File: src/rtl/nbmu_pkg.sv
// Shared types, constants and functions of the sigmoid neuron backprop unit.
`default_nettype none

package nbmu_pkg;

    typedef longint unsigned u64_t;
    typedef longint          s64_t;

    localparam int MAX_INPUTS = 64;
    localparam int ADDR_W     = $clog2(MAX_INPUTS);
    localparam int SIG_SIZE   = 256;
    localparam int SIG_IDX_W  = $clog2(SIG_SIZE);
    localparam int ACT_W      = 13;    // activation is 0..4096
    localparam int CFG_W      = 13;
    localparam int ACC_W      = 40;
    localparam int MUL_A_W    = 30;
    localparam int MUL_B_W    = 26;
    localparam int PROD_W     = 56;
    localparam int SUM_W      = 48;
    localparam int Q_ONE      = 4096;

    localparam u64_t ONE_Q32    = 64'd4294967296;
    localparam u64_t EXP_M1_Q32 = 64'd1580030169;

    // command codes
    typedef enum logic [2:0] {
        CMD_LOAD  = 3'd0,
        CMD_FWD   = 3'd1,
        CMD_OGRAD = 3'd2,
        CMD_HID   = 3'd3,
        CMD_UPD   = 3'd4
    } cmd_t;

    // config register indexes
    typedef enum logic {
        CFG_LEARN_RATE = 1'b0,
        CFG_MOMENTUM   = 1'b1
    } cfg_idx_t;

    typedef enum logic [4:0] {
        S_IDLE, S_LOAD, S_MULW, S_MULB, S_ACC, S_RND, S_SIG, S_OG,
        S_D1, S_D2, S_GRAD, S_U1, S_U2, S_U3, S_U4, S_U5, S_NOP
    } ctl_state_t;

    typedef enum logic [4:0] {
        OP_IDLE, OP_LOAD, OP_MUL_AW, OP_MUL_AB, OP_ACC, OP_RND, OP_SIG, OP_OG,
        OP_D1, OP_D2, OP_GRAD, OP_U1, OP_U2, OP_U3, OP_U4, OP_U5, OP_NOP
    } dp_op_t;

    typedef struct packed {
        dp_op_t op;
        logic   accept;
        logic   emit;
    } dp_ctrl_t;

    typedef struct packed {
        logic [2:0] cmd;
        logic       last;
    } dp_stat_t;

    typedef struct packed {
        logic signed [15:0] v;
        logic               clip;
    } sat_t;

    // clip to Q4.12
    function automatic sat_t sat16(input logic signed [PROD_W-1:0] v);
        sat_t r;
        r.clip = 1'b1;
        if (v > PROD_W'(32767)) begin
            r.v = 16'sh7FFF;
        end else if (v < -PROD_W'(32768)) begin
            r.v = 16'sh8000;
        end else begin
            r.v    = v[15:0];
            r.clip = 1'b0;
        end
        return r;
    endfunction

    // shift-subtract divide, elaboration use only
    function automatic u64_t udiv64(input u64_t num, input u64_t den);
        u64_t q;
        u64_t r;
        q = '0;
        r = '0;
        for (int i = 63; i >= 0; i--) begin
            r = {r[62:0], num[i]};
            if (r >= den) begin
                r    = r - den;
                q[i] = 1'b1;
            end
        end
        return q;
    endfunction

    // exp(-t), t in Q16, result Q32; fraction by 12-term series
    function automatic u64_t exp_neg_q32(input u64_t t);
        u64_t ip;
        u64_t r;
        u64_t mag;
        s64_t fp;
        s64_t term;
        s64_t sum;
        s64_t x;
        ip   = t >> 16;
        fp   = s64_t'(t & 64'hFFFF);
        term = s64_t'(ONE_Q32);
        sum  = s64_t'(ONE_Q32);
        for (int n = 1; n <= 12; n++) begin
            x    = (-term) * fp;
            mag  = (x < 0) ? u64_t'(-x) : u64_t'(x);
            mag  = udiv64(mag >> 16, u64_t'(n));
            term = (x < 0) ? -s64_t'(mag) : s64_t'(mag);
            sum  = sum + term;
        end
        r = u64_t'(sum);
        for (u64_t i = 0; i < ip; i++) begin
            r = (r * EXP_M1_Q32) >> 32;
        end
        return r;
    endfunction

    typedef logic [ACT_W-1:0] sig_tab_t [SIG_SIZE];

    function automatic sig_tab_t build_sig_table();
        sig_tab_t tab;
        s64_t     x;
        u64_t     t;
        u64_t     e;
        u64_t     den;
        u64_t     num;
        for (int k = 0; k < SIG_SIZE; k++) begin
            x   = -(s64_t'(1) << 19) + ((2 * s64_t'(k) + 1) * (s64_t'(1) << 19)) / SIG_SIZE;
            t   = (x < 0) ? u64_t'(-x) : u64_t'(x);
            e   = exp_neg_q32(t);
            den = ONE_Q32 + e;
            num = (x >= 0) ? (u64_t'(4096) << 32) : u64_t'(4096) * e;
            tab[k] = ACT_W'(udiv64(num + (den >> 1), den));
        end
        return tab;
    endfunction

    localparam sig_tab_t SIG_TABLE = build_sig_table();

endpackage

`default_nettype wire

File: src/rtl/nbmu_ctrl.sv
// Command sequencer of the neuron unit.
`default_nettype none

module nbmu_ctrl (
    input  wire logic              clk,
    input  wire logic              rst_n,
    input  wire logic              start,
    input  wire logic [2:0]        command,
    input  wire nbmu_pkg::dp_stat_t stat,
    output nbmu_pkg::dp_ctrl_t     ctrl,
    output logic                   busy
);
    import nbmu_pkg::*;

    ctl_state_t state_reg;
    ctl_state_t state_next;

    always_ff @(posedge clk or negedge rst_n) begin
        if (!rst_n) begin
            state_reg <= S_IDLE;
        end else begin
            state_reg <= state_next;
        end
    end

    always_comb begin
        state_next  = state_reg;
        ctrl.op     = OP_IDLE;
        ctrl.accept = 1'b0;
        ctrl.emit   = 1'b0;
        unique case (state_reg)
            S_IDLE: begin
                if (start) begin
                    ctrl.accept = 1'b1;
                    unique case (command)
                        CMD_LOAD:  state_next = S_LOAD;
                        CMD_FWD:   state_next = S_MULW;
                        CMD_OGRAD: state_next = S_OG;
                        CMD_HID:   state_next = S_MULB;
                        CMD_UPD:   state_next = S_U1;
                        default:   state_next = S_NOP;
                    endcase
                end
            end
            S_LOAD: begin
                ctrl.op    = OP_LOAD;
                ctrl.emit  = 1'b1;
                state_next = S_IDLE;
            end
            S_MULW: begin
                ctrl.op    = OP_MUL_AW;
                state_next = S_ACC;
            end
            S_MULB: begin
                ctrl.op    = OP_MUL_AB;
                state_next = S_ACC;
            end
            S_ACC: begin
                ctrl.op = OP_ACC;
                if (stat.last) begin
                    state_next = S_RND;
                end else begin
                    ctrl.emit  = 1'b1;
                    state_next = S_IDLE;
                end
            end
            S_RND: begin
                ctrl.op    = OP_RND;
                state_next = (stat.cmd == CMD_FWD) ? S_SIG : S_D1;
            end
            S_SIG: begin
                ctrl.op    = OP_SIG;
                ctrl.emit  = 1'b1;
                state_next = S_IDLE;
            end
            S_OG: begin
                ctrl.op    = OP_OG;
                state_next = S_D1;
            end
            S_D1: begin
                ctrl.op    = OP_D1;
                state_next = S_D2;
            end
            S_D2: begin
                ctrl.op    = OP_D2;
                state_next = S_GRAD;
            end
            S_GRAD: begin
                ctrl.op    = OP_GRAD;
                ctrl.emit  = 1'b1;
                state_next = S_IDLE;
            end
            S_U1: begin
                ctrl.op    = OP_U1;
                state_next = S_U2;
            end
            S_U2: begin
                ctrl.op    = OP_U2;
                state_next = S_U3;
            end
            S_U3: begin
                ctrl.op    = OP_U3;
                state_next = S_U4;
            end
            S_U4: begin
                ctrl.op    = OP_U4;
                state_next = S_U5;
            end
            S_U5: begin
                ctrl.op    = OP_U5;
                ctrl.emit  = 1'b1;
                state_next = S_IDLE;
            end
            S_NOP: begin
                ctrl.op    = OP_NOP;
                ctrl.emit  = 1'b1;
                state_next = S_IDLE;
            end
            default: state_next = S_IDLE;
        endcase
    end

    assign busy = (state_reg != S_IDLE);

endmodule

`default_nettype wire

File: src/rtl/nbmu_dpath.sv
// Datapath: weight/delta memories, shared multiplier, accumulator, sigmoid table.
`default_nettype none

module nbmu_dpath (
    input  wire logic                clk,
    input  wire logic                rst_n,
    input  wire nbmu_pkg::dp_ctrl_t  ctrl,
    output nbmu_pkg::dp_stat_t       stat,
    input  wire logic [2:0]          command,
    input  wire logic signed [15:0]  operand_a,
    input  wire logic signed [15:0]  operand_b,
    input  wire logic [5:0]          weight_index,
    input  wire logic                last,
    input  wire logic                cfg_we,
    input  wire logic                cfg_index,
    input  wire logic [12:0]         cfg_data,
    output logic                     done,
    output logic signed [15:0]       result_value,
    output logic                     result_final,
    output logic                     saturated
);
    import nbmu_pkg::*;

    localparam logic signed [ACC_W-1:0] ACC_MAX = {1'b0, {(ACC_W-1){1'b1}}};
    localparam logic signed [ACC_W-1:0] ACC_MIN = {1'b1, {(ACC_W-1){1'b0}}};

    // captured request
    logic [2:0]         cmd_reg;
    logic signed [15:0] a_reg;
    logic signed [15:0] b_reg;
    logic [ADDR_W-1:0]  idx_reg;
    logic               last_reg;

    logic signed [15:0] weight_mem [MAX_INPUTS];
    logic signed [15:0] delta_mem  [MAX_INPUTS];
    logic [MAX_INPUTS-1:0] dvld_reg;
    logic signed [15:0] w_rd_reg;
    logic signed [15:0] dl_rd_reg;
    logic               dvld_rd_reg;

    logic [CFG_W-1:0]   lr_reg;
    logic [CFG_W-1:0]   mom_reg;

    logic signed [ACC_W-1:0]  acc_reg;
    logic signed [16:0]       d_reg;
    logic [ACT_W-1:0]         act_reg;
    logic signed [15:0]       grad_reg;
    logic signed [PROD_W-1:0] prod_reg;
    logic signed [SUM_W-1:0]  sum_reg;
    logic signed [15:0]       nd_reg;
    logic                     sat_reg;

    logic                     done_reg;
    logic signed [15:0]       val_reg;
    logic                     fin_reg;
    logic                     sato_reg;

    logic signed [MUL_A_W-1:0] mul_a;
    logic signed [MUL_B_W-1:0] mul_b;
    logic signed [PROD_W-1:0]  mul_p;
    logic [13:0]               act_c;
    logic signed [ACC_W:0]     acc_sum;
    logic                      acc_ovf;
    logic signed [ACC_W-1:0]   acc_new;
    logic signed [ACC_W:0]     acc_rnd;
    logic signed [SUM_W-1:0]   upd_sum;
    logic [15:0]               sig_u;
    logic [ACT_W-1:0]          act_new;
    logic signed [16:0]        og_d;
    sat_t                      rnd_s;
    sat_t                      grad_s;
    sat_t                      nd_s;
    sat_t                      w_s;
    logic                      sat_now;
    logic                      sat_any;
    logic signed [15:0]        emit_val;

    assign stat.cmd  = cmd_reg;
    assign stat.last = last_reg;

    // shared multiplier operand select
    assign act_c = 14'(Q_ONE) - {1'b0, act_reg};

    always_comb begin
        mul_a = '0;
        mul_b = '0;
        unique case (ctrl.op)
            OP_MUL_AW: begin
                mul_a = MUL_A_W'(a_reg);
                mul_b = MUL_B_W'(w_rd_reg);
            end
            OP_MUL_AB: begin
                mul_a = MUL_A_W'(a_reg);
                mul_b = MUL_B_W'(b_reg);
            end
            OP_D1: begin
                mul_a = MUL_A_W'($signed({1'b0, act_reg}));
                mul_b = MUL_B_W'($signed({1'b0, act_c}));
            end
            OP_D2: begin
                mul_a = MUL_A_W'(d_reg);
                mul_b = $signed(prod_reg[MUL_B_W-1:0]);
            end
            OP_U1: begin
                mul_a = MUL_A_W'($signed({1'b0, lr_reg}));
                mul_b = MUL_B_W'(a_reg);
            end
            OP_U2: begin
                mul_a = $signed(prod_reg[MUL_A_W-1:0]);
                mul_b = MUL_B_W'(grad_reg);
            end
            OP_U3: begin
                mul_a = MUL_A_W'($signed({1'b0, mom_reg}));
                mul_b = MUL_B_W'(dl_rd_reg);
            end
            default: ;
        endcase
    end

    assign mul_p = PROD_W'(mul_a) * PROD_W'(mul_b);

    // accumulate with 40-bit clip
    assign acc_sum = (ACC_W+1)'(acc_reg) + (ACC_W+1)'($signed(prod_reg[31:0]));
    assign acc_ovf = acc_sum[ACC_W] ^ acc_sum[ACC_W-1];
    assign acc_new = acc_ovf ? (acc_sum[ACC_W] ? ACC_MIN : ACC_MAX) : acc_sum[ACC_W-1:0];

    assign acc_rnd = ((ACC_W+1)'(acc_reg) + (ACC_W+1)'(2048)) >>> 12;
    assign rnd_s   = sat16(PROD_W'(acc_rnd));

    // table index = (s + 32768) * SIZE >> 16
    assign sig_u   = {~d_reg[15], d_reg[14:0]};
    assign act_new = SIG_TABLE[sig_u[15 -: SIG_IDX_W]];

    assign og_d   = 17'(a_reg) - $signed({4'b0, act_reg});
    assign grad_s = sat16((prod_reg + PROD_W'(64'sd8388608)) >>> 24);

    assign upd_sum = sum_reg + (SUM_W'($signed(prod_reg[MUL_A_W-1:0])) <<< 12);
    assign nd_s    = sat16(PROD_W'((upd_sum + SUM_W'(64'sd8388608)) >>> 24));
    assign w_s     = sat16(PROD_W'(w_rd_reg) + PROD_W'(nd_reg));

    always_comb begin
        unique case (ctrl.op)
            OP_ACC:  sat_now = acc_ovf;
            OP_RND:  sat_now = rnd_s.clip;
            OP_GRAD: sat_now = grad_s.clip;
            OP_U4:   sat_now = nd_s.clip;
            OP_U5:   sat_now = w_s.clip;
            default: sat_now = 1'b0;
        endcase
    end
    assign sat_any = sat_reg | sat_now;

    always_comb begin
        unique case (ctrl.op)
            OP_SIG:  emit_val = 16'($signed({1'b0, act_new}));
            OP_GRAD: emit_val = grad_s.v;
            OP_U5:   emit_val = w_s.v;
            default: emit_val = '0;
        endcase
    end

    // request capture and read of both stores
    always_ff @(posedge clk) begin
        if (ctrl.accept) begin
            cmd_reg     <= command;
            a_reg       <= operand_a;
            b_reg       <= operand_b;
            idx_reg     <= weight_index[ADDR_W-1:0];
            last_reg    <= last;
            w_rd_reg    <= weight_mem[weight_index[ADDR_W-1:0]];
            dl_rd_reg   <= delta_mem[weight_index[ADDR_W-1:0]];
            dvld_rd_reg <= dvld_reg[weight_index[ADDR_W-1:0]];
        end else if (ctrl.op == OP_MUL_AW && !dvld_rd_reg) begin
            dl_rd_reg <= '0;
        end else if (ctrl.op == OP_U1 && !dvld_rd_reg) begin
            dl_rd_reg <= '0;
        end
    end

    always_ff @(posedge clk) begin
        if (ctrl.op == OP_LOAD) begin
            weight_mem[idx_reg] <= a_reg;
        end else if (ctrl.op == OP_U5) begin
            weight_mem[idx_reg] <= w_s.v;
        end
    end

    always_ff @(posedge clk) begin
        if (ctrl.op == OP_U4) begin
            delta_mem[idx_reg] <= nd_s.v;
        end
    end

    // working registers without reset
    always_ff @(posedge clk) begin
        unique case (ctrl.op)
            OP_RND:  d_reg <= 17'(rnd_s.v);
            OP_OG:   d_reg <= og_d;
            default: ;
        endcase
        if (ctrl.op == OP_MUL_AW || ctrl.op == OP_MUL_AB || ctrl.op == OP_D1 ||
            ctrl.op == OP_D2 || ctrl.op == OP_U1 || ctrl.op == OP_U2 ||
            ctrl.op == OP_U3) begin
            prod_reg <= mul_p;
        end
        if (ctrl.op == OP_U3) begin
            sum_reg <= prod_reg[SUM_W-1:0];
        end
        if (ctrl.op == OP_U4) begin
            nd_reg <= nd_s.v;
        end
    end

    always_ff @(posedge clk or negedge rst_n) begin
        if (!rst_n) begin
            dvld_reg <= '0;
            lr_reg   <= CFG_W'(614);
            mom_reg  <= CFG_W'(2048);
            acc_reg  <= '0;
            act_reg  <= '0;
            grad_reg <= '0;
            sat_reg  <= 1'b0;
            done_reg <= 1'b0;
            val_reg  <= '0;
            fin_reg  <= 1'b0;
            sato_reg <= 1'b0;
        end else begin
            if (cfg_we) begin
                unique case (cfg_idx_t'(cfg_index))
                    CFG_LEARN_RATE: lr_reg  <= cfg_data;
                    CFG_MOMENTUM:   mom_reg <= cfg_data;
                    default: ;
                endcase
            end
            if (ctrl.op == OP_LOAD) begin
                dvld_reg[idx_reg] <= 1'b0;
            end else if (ctrl.op == OP_U4) begin
                dvld_reg[idx_reg] <= 1'b1;
            end
            if (ctrl.op == OP_ACC) begin
                acc_reg <= acc_new;
            end else if (ctrl.op == OP_RND) begin
                acc_reg <= '0;
            end
            if (ctrl.op == OP_SIG) begin
                act_reg <= act_new;
            end
            if (ctrl.op == OP_GRAD) begin
                grad_reg <= grad_s.v;
            end
            sat_reg  <= ctrl.accept ? 1'b0 : sat_any;
            done_reg <= ctrl.emit;
            if (ctrl.emit) begin
                val_reg  <= emit_val;
                fin_reg  <= (ctrl.op == OP_SIG || ctrl.op == OP_GRAD || ctrl.op == OP_U5);
                sato_reg <= sat_any;
            end else begin
                val_reg  <= '0;
                fin_reg  <= 1'b0;
                sato_reg <= 1'b0;
            end
        end
    end

    assign done         = done_reg;
    assign result_value = val_reg;
    assign result_final = fin_reg;
    assign saturated    = sato_reg;

endmodule

`default_nettype wire

File: src/rtl/neuron_backprop_momentum_unit.sv
// Top level of the sigmoid neuron backprop unit: sequencer plus datapath.
`default_nettype none

// One sigmoid neuron with 64 stored Q4.12 weights and their last deltas.
// A request is taken when start is high and busy is low; every request
// yields exactly one result, shown for one cycle with done high, during
// the first cycle that busy is low again. The receiver cannot stall the
// unit, so sample result_value, result_final and saturated whenever done
// is high.
// Sequencer steps per request, in order, all set by one shared 30x26 multiplier and the
// one-port weight/delta memories:
//   load or unused command ........ load or no-op
//   forward/hidden element, not last multiply, accumulate
//   forward, last element .......... multiply, accumulate, round, table
//   output gradient ................ difference, a(1-a), product, round
//   hidden, last element ........... mul, acc, round, a(1-a), product, round
//   weight update .................. lr*a, *g, mom*delta, sum, write
// Forward and hidden runs share one accumulator; do not interleave them.
// Configuration writes (cfg_index 0 learning rate, 1 momentum, Q1.12) are
// always ready and should only be issued while the unit is idle. No
// clearing pass is needed after reset: delta entries carry valid bits.

module neuron_backprop_momentum_unit (
    input  wire logic               clk,
    input  wire logic               rst_n,
    input  wire logic               start,
    output logic                    busy,
    input  wire logic [2:0]         command,
    input  wire logic signed [15:0] operand_a,
    input  wire logic signed [15:0] operand_b,
    input  wire logic [5:0]         weight_index,
    input  wire logic               last,
    output logic                    done,
    output logic signed [15:0]      result_value,
    output logic                    result_final,
    output logic                    saturated,
    input  wire logic               cfg_valid,
    output logic                    cfg_ready,
    input  wire logic               cfg_index,
    input  wire logic [12:0]        cfg_data
);
    import nbmu_pkg::*;

    dp_ctrl_t ctrl;
    dp_stat_t stat;

    // configuration writes are always accepted
    assign cfg_ready = 1'b1;

    nbmu_ctrl u_ctrl (
        .clk     (clk),
        .rst_n   (rst_n),
        .start   (start),
        .command (command),
        .stat    (stat),
        .ctrl    (ctrl),
        .busy    (busy)
    );

    nbmu_dpath u_dpath (
        .clk          (clk),
        .rst_n        (rst_n),
        .ctrl         (ctrl),
        .stat         (stat),
        .command      (command),
        .operand_a    (operand_a),
        .operand_b    (operand_b),
        .weight_index (weight_index),
        .last         (last),
        .cfg_we       (cfg_valid && cfg_ready),
        .cfg_index    (cfg_index),
        .cfg_data     (cfg_data),
        .done         (done),
        .result_value (result_value),
        .result_final (result_final),
        .saturated    (saturated)
    );

    // accepted request always occupies the sequencer
    a_accept_busy: assert property (@(posedge clk) disable iff (!rst_n)
        (start && !busy) |=> busy)
        else $error("request accepted but unit not busy");

    // a result only follows a busy cycle
    a_done_after_busy: assert property (@(posedge clk) disable iff (!rst_n)
        done |-> $past(busy))
        else $error("result without preceding work");

    // one result per request, never two in a row
    a_done_single: assert property (@(posedge clk) disable iff (!rst_n)
        done |=> !done)
        else $error("result strobe held for two cycles");

    a_partial_zero: assert property (@(posedge clk) disable iff (!rst_n)
        (done && !result_final) |-> (result_value == 16'sd0))
        else $error("unfinished result carries a value");

    a_final_marked: assert property (@(posedge clk) disable iff (!rst_n)
        result_final |-> done)
        else $error("result_final without done");

endmodule

`default_nettype wire
File: config.mk
export PLATFORM = sky130hd
export DESIGN_NAME = neuron_backprop_momentum_unit
export DESIGN_NICKNAME = d
export VERILOG_FILES = /design/src/rtl/nbmu_pkg.sv /design/src/rtl/nbmu_ctrl.sv /design/src/rtl/nbmu_dpath.sv /design/src/rtl/neuron_backprop_momentum_unit.sv
export SDC_FILE = /design/constraint.sdc
export NUM_CORES = 2
export LEC_CHECK = 0
export BUFFER_PORTS_ARGS = -buffer_cell sky130_fd_sc_hd__buf_2
export CAP_MARGIN = 0
export CORE_UTILIZATION = 60
export CTS_BUF_LIST = sky130_fd_sc_hd__clkbuf_8
export DETAILED_ROUTE_END_ITERATION = 10
export GPL_TIMING_DRIVEN = 0
export PLACE_DENSITY = 0.76
export SLEW_MARGIN = 20
export SYNTH_ARGS = -nofsm -noshare
export SYNTH_HDL_FRONTEND = slang
export SYNTH_HIERARCHICAL = 1
export SYNTH_SLANG_ARGS = --single-unit
File: constraint.sdc
create_clock -name clk -period 14.4 [get_ports clk]
set_clock_uncertainty 0.15 [all_clocks]
set_input_delay 0.72 -clock clk [delete_from_list [all_inputs] [get_ports clk]]
set_output_delay 0.72 -clock clk [all_outputs]
set_load 0.01 [all_outputs]
-- After elaboration in Yosys (flattened, before gate mapping)
Memory sizes are Yosys's and may differ from the RTL's. A register that Yosys moved wholly into a read port is not among the register bits.
Cells that the tools add are included.
- flip-flop bits (word level): 380
- RAM bits: 2048
- bits in read-only memories: 3328
- input bits: 60
- output and inout port bits: 21
- logic and storage cells: 175
- memories: 3
- memories (memory ; depth ; bits a word ; rd ports ; clocked after memory_dff ; wr ports ; RTL line ; text):
    (name not given) ; 256 ; 13 ; 1 ; 0 ; 0 ; nbmu_dpath.sv:132 ; assign act_new = SIG_TABLE[sig_u[15 -: SIG_IDX_W]];
    u_dpath.delta_mem ; 64 ; 16 ; 1 ; 0 ; 1 ; nbmu_dpath.sv:35 ; logic signed [15:0] delta_mem [MAX_INPUTS];
    u_dpath.weight_mem ; 64 ; 16 ; 1 ; 1 ; 1 ; nbmu_dpath.sv:34 ; logic signed [15:0] weight_mem [MAX_INPUTS];
- $add $sub $neg: 8
- multiply operators: 1
- $lt $le $gt $ge: 12
- eq/ne operators: 37
- muxes and demuxes: 58
- bitwise operators: 9
- reductions and logical operators: 24
- operator list (kind ; number):
    2-to-1 mux 16 bit ; 13
    one-hot mux 26 bit (7 select lines) ; 1
    one-hot mux 30 bit (6 select lines) ; 1
    2-to-1 mux 40 bit ; 4
    2-to-1 mux 64 bit ; 2
    equality test 5 x 4 -> 1 bit, second input constant ; 16
    one-hot mux 5 bit (16 select lines) ; 1
    bitwise AND 64 bit ; 1
    inverter 64 bit ; 1
    bitwise OR 64 bit ; 1
    adder 56 x 25 -> 56 bit, second input constant ; 1
    > comparator 56 x 16 -> 1 bit, second input constant ; 1
    less-than comparator 56 x 16 -> 1 bit, second input constant ; 1
    multiplier 30 x 26 -> 56 bit ; 1
    one-hot mux 5 bit (11 select lines) ; 1
    adder 48 x 25 -> 49 bit, second input constant ; 1
    adder 48 x 42 -> 48 bit ; 1
    one-hot mux 16 bit (3 select lines) ; 1
    adder 40 x 13 -> 41 bit, second input constant ; 1
    adder 40 x 32 -> 41 bit ; 1
    equality test 5 x 3 -> 1 bit, second input constant ; 8
    one-hot mux 17 bit (2 select lines) ; 1
    > comparator 32 x 16 -> 1 bit, second input constant ; 1
    less-than comparator 32 x 16 -> 1 bit, second input constant ; 1
    other kinds (42) ; 87

-- Logic depth before layout (Yosys ltp)
- depth after elaboration: 9
- depth in mapped cells: 39
- depth with buffers taken out: 35

-- Cells and area by module
The synthesis kept the hierarchy.
- by module, submodules not included (module ; instances ; cells each ; area an instance (sq um) ; sequential area each (sq um)):
    nbmu_dpath ; 1 ; 8988 ; 131275.9 ; 71966.5
    nbmu_ctrl ; 1 ; 65 ; 496.7 ; 125.1
    neuron_backprop_momentum_unit ; 1 ; 2 ; 11.3 ; 0.0

-- Worst setup path after synthesis
OpenSTA, ideal clock, no wires.
- path type: register -> register
- from: register u_ctrl.state_reg[3]
- to: register u_dpath.prod_reg[54] (data pin)
- arrival time: 9.516 ns
- data required time: 13.985 ns
- setup slack: 4.469 ns
- stages on the path, launching flop included: 36
- buffers on the path: 5
- period minus slack after synthesis: 9.931 ns
- path through: dfrtp_1 > clkbuf_1 > nor2b_1 > clkbuf_1 > nor4b_1 > a22o_1 > clkbuf_1 > buf_1 > a21o_1 > clkbuf_1 > nand2_1 > fa_1 > inv_1 > fa_1 > inv_1 > fa_1 > fa_1 > inv_1 > fa_1 > fa_1 > inv_1 > fa_1 > inv_1 > ha_1 > a21o_1 > a21o_1 > a21oi_1 > nand3_1 > nor3b_1 > o21ai_0 > a31oi_1 > o31ai_1 > a221o_1 > o41ai_1 > o21ai_0 > xor2_1
- RTL lines (item ; RTL line ; text):
    start: declaration ; nbmu_ctrl.sv:15 ; ctl_state_t state_reg;
    start signal: assignment ; nbmu_ctrl.sv:22 ; state_reg <= state_next;
    end signal: assignment ; nbmu_dpath.sv:204 ; prod_reg <= mul_p;
    end: declaration ; nbmu_dpath.sv:48 ; logic signed [PROD_W-1:0] prod_reg;

==> results.cfg <==
[clocking]
clock-sinks = 2431
cts-resized-gates = 0
cts_max_level = 5
clock_tree.root_cell = clkbuf_8
numCtsBuffers = 385
cts.repair_timing.setup_buffer_count = 0
tritoncts_clock_tree = done
holdBufCountCts = 60
clock_network_latency_to_the_later_pin_of_the_worst_skew_pair_ns = 1.09
clk_pin_slew_worst_paths_ns = 0.07
number_of_buffers_on_the_longest_clock_path = 4

[final_layout]
layout-drive-gt1-share_pct = 17.5
num-nets-final = 10900
nFillCells = 14500
area_delta_synth_final_pct = 11.5
post-route-util_pct = 67.5

[yosys]
post_synth_inst_count = 9055
netlist_top_cells_area = edfxtp_1 (51%), fa_1 (12%), mux4_2 (12%)
total_of_flip_flops_plus_latches_after_synthesis = 2431
yosys.area.top_type_share_pct = 51.2
synth_most_common_cell = edfxtp_1
post_synth_instance_area_um2 = 132000
synthFlopType = edfxtp_1
synth_edf_count = 2248
ys_warn_count = 6
synth.cells.most_frequent = edfxtp_1 (2248), inv_1 (977), nand2_1 (851), fa_1 (809), mux4_2 (681)
postSynth.asyncResetShare_pct = 7.53
synthDistinctLibCells = 109
yosys.area.top_type = edfxtp_1
synth_area_per_cell_um2 = 14.6
synth_seq_area_share_pct = 54.7
mappedNetlistNets = 10200

[detailed_routing]
detail_route.iter0.violations = 11400
route.detailed.drc = 0
vias_per_cell = 6.61
vias_after_detailed_routing = 85200
final_antenna_net_count = 1
avgRoutedWirePerCell_um = 32.3
route.final.wire_length_mm = 417
drt_pre_antenna_iters = 8

[sta]
setup_viol = 0
timing_worst_slew_pin_value_ns = 1.27
tmin_final_ns = 13.91
tns_ns = 0
grt_setup_unrepaired = no
post_route_fraction_of_the_period_consumed_by_the_critical_path_pct = 96.6
final_max_slew_viol_count = 0
finalHoldViolCount = 0
fmax_mhz = 71.9
max_slew_margin_vs_limit_pct = 14.7

[setup_path]
setup.worst_path.start_class = flop
cp.required_ns = 15.05
endpoint_kind = flop
slowest_stage = a21oi_1
timing.setup.critical_path_class = flop to flop
crit-reg2reg-launch = u_ctrl/state_reg[0]
highest_cell_delay_on_the_worst_timing_path_ns = 0.88
timing.rr.end = u_dpath/prod_reg[55]
r2r.worst_path.cells = 33
crit_top_cell = fa_1
crit_path_max_delay_family = adder cells
critical_path.n_buffers_inverters = 9
arrival_ns = 14.56
rrSetupSlack_ns = 0.49
timing.critical_path.fanout_max = 10

[placement]
hpwl_mm = 311
finalWeightedCongestion = 1.03
io_buffers = 79

[grt]
antenna_found_initial = 23
wire_length_of_the_first_global_routing_pass_mm = 601
global_route.usage.met2_pct = 60.0
grt_max_usage_layer = met2
vias_in_the_first_global_route = 86800
met1_usage_pct = 49.2
grt_use_total_pct = 38.2
grt.met3_usage_pct = 8.80
grt_start_max_net_pins = 94
grt.overflow.total = 0

[die]
die_height_um = 471
design.core.area_um2 = 218000
die-area_um2 = 222000
initial_utilization_pct = 60.6
top_level_ports = 81
die_width_um = 471
num_rows = 171

[outcome]
failed_checks = antenna rules
result_of_the_run = finished with violations

[pwr]
cellLeakagePower_nw = 55.1
power_density_nw_per_um2 = 177
peakVddDrop_uv = 235

[job]
cap_viol_max_count = 0

[worst_hold_path]
worstHoldPathType = primary input to asynchronous set/reset pin
==> cells in the final DEF, fill, tap and decap left out, types with 35 or more instances in the layout <==
cell | netlist | layout
a211oi_1 | 45 | 35
a21o_1 | 122 | 120
a21oi_1 | 256 | 249
a31oi_1 | 39 | 38
and2_1 | 67 | 66
and3_1 | 38 | 38
buf_1 | 83 | 57
buf_16 | 0 | 38
buf_2 | 13 | 107
buf_6 | 1 | 76
clkbuf_1 | 378 | 349
clkbuf_2 | 6 | 45
clkbuf_8 | 0 | 406
clkinv_1 | 1 | 95
clkinv_2 | 0 | 38
dfrtp_1 | 177 | 177
dlygate4sd3_1 | 0 | 60
edfxtp_1 | 2248 | 2248
fa_1 | 809 | 809
ha_1 | 279 | 279
inv_1 | 977 | 1088
mux2_2 | 55 | 55
mux2i_1 | 74 | 74
mux4_2 | 681 | 681
nand2_1 | 851 | 840
nand3_1 | 93 | 93
nand4_1 | 46 | 46
nor2_1 | 607 | 479
nor2_2 | 1 | 74
nor2_4 | 0 | 55
nor2b_1 | 37 | 37
nor3_1 | 64 | 60
o21a_1 | 41 | 41
o21ai_0 | 236 | 232
o22a_1 | 66 | 66
xnor2_1 | 127 | 127
xor2_1 | 70 | 70
==> report_power, final <==
group / switching (W) / internal, W
Sequential: 0.000564 / 0.00975
Combinational: 0.00696 / 0.00331
Clock: 0.00264 / 0.00279
==> cell type report <==
type	instances	area, um^2	share of cell area [%]
multi-input combinational	5158	55100	37.5
sequential	2431	72100	49.1
clock inverter	266	1380	0.938
clock buffer	406	5590	3.80
timing repair buffer	293	3520	2.39
antenna	14	35.0	0.0238
inverter	979	3680	2.50
buffer	487	1960	1.33
tap	2854	3570	2.43
==> through the flow <==
| stage | setup slack, ns | cell area [um^2] | hold slack, ns | std cells | power, W |
|---|---|---|---|---|---|
| final | 0.488 | 147000 | 0.174 | 12900 | 0.0260 |
| after floorplan | 4.47 | 132000 | 0.274 | 9055 | 0.0158 |
| after CTS | 0.794 | 147000 | 0.121 | 12900 | 0.0258 |
| after global routing | 0.109 | 147000 | 0.202 | 12900 | 0.0269 |
| after detailed placement | 0.791 | 139000 | 0.312 | 12100 | 0.0203 |
| after global placement | 0.639 | 136000 | 0.309 | 12000 | 0.0194 |
==> cells by family after synthesis <==
family,count (synthesis),synth area share [%]
flops,2431,54.7
simple gates,1947,6.48
buf+inv,1466,4.22
compound gates,1114,5.66
fa+ha+maj,1088,14.9
mux,811,12.7
xor+xnor,197,1.31
other cells,1,0.00285
==> per-layer routing <==
metal  share of wire [%]  wire length, um  vias to the layer above
met2                  47           195000                     6095
met5               0.022               93                        -
met4                 7.0            29300                       14
li1                    -                -                    34400
met1                  35           146000                    43300
met3                  11            46800                     1380
==> how the worst max path moves through the flow <==
stage                                    from  depth (start not counted)                    to  slack (ns)
after floorplan           u_ctrl/state_reg[3]                         35  u_dpath/prod_reg[54]        4.47
after global placement    u_ctrl/state_reg[1]                         32  u_dpath/prod_reg[55]        0.64
after detailed placement  u_ctrl/state_reg[0]                         33  u_dpath/prod_reg[55]        0.79
after CTS                 u_ctrl/state_reg[0]                         33  u_dpath/prod_reg[55]        0.79
after global routing      u_ctrl/state_reg[3]                         33  u_dpath/prod_reg[55]        0.11
final                     u_ctrl/state_reg[0]                         33  u_dpath/prod_reg[55]        0.49
(Power assumes the default switching activity.)
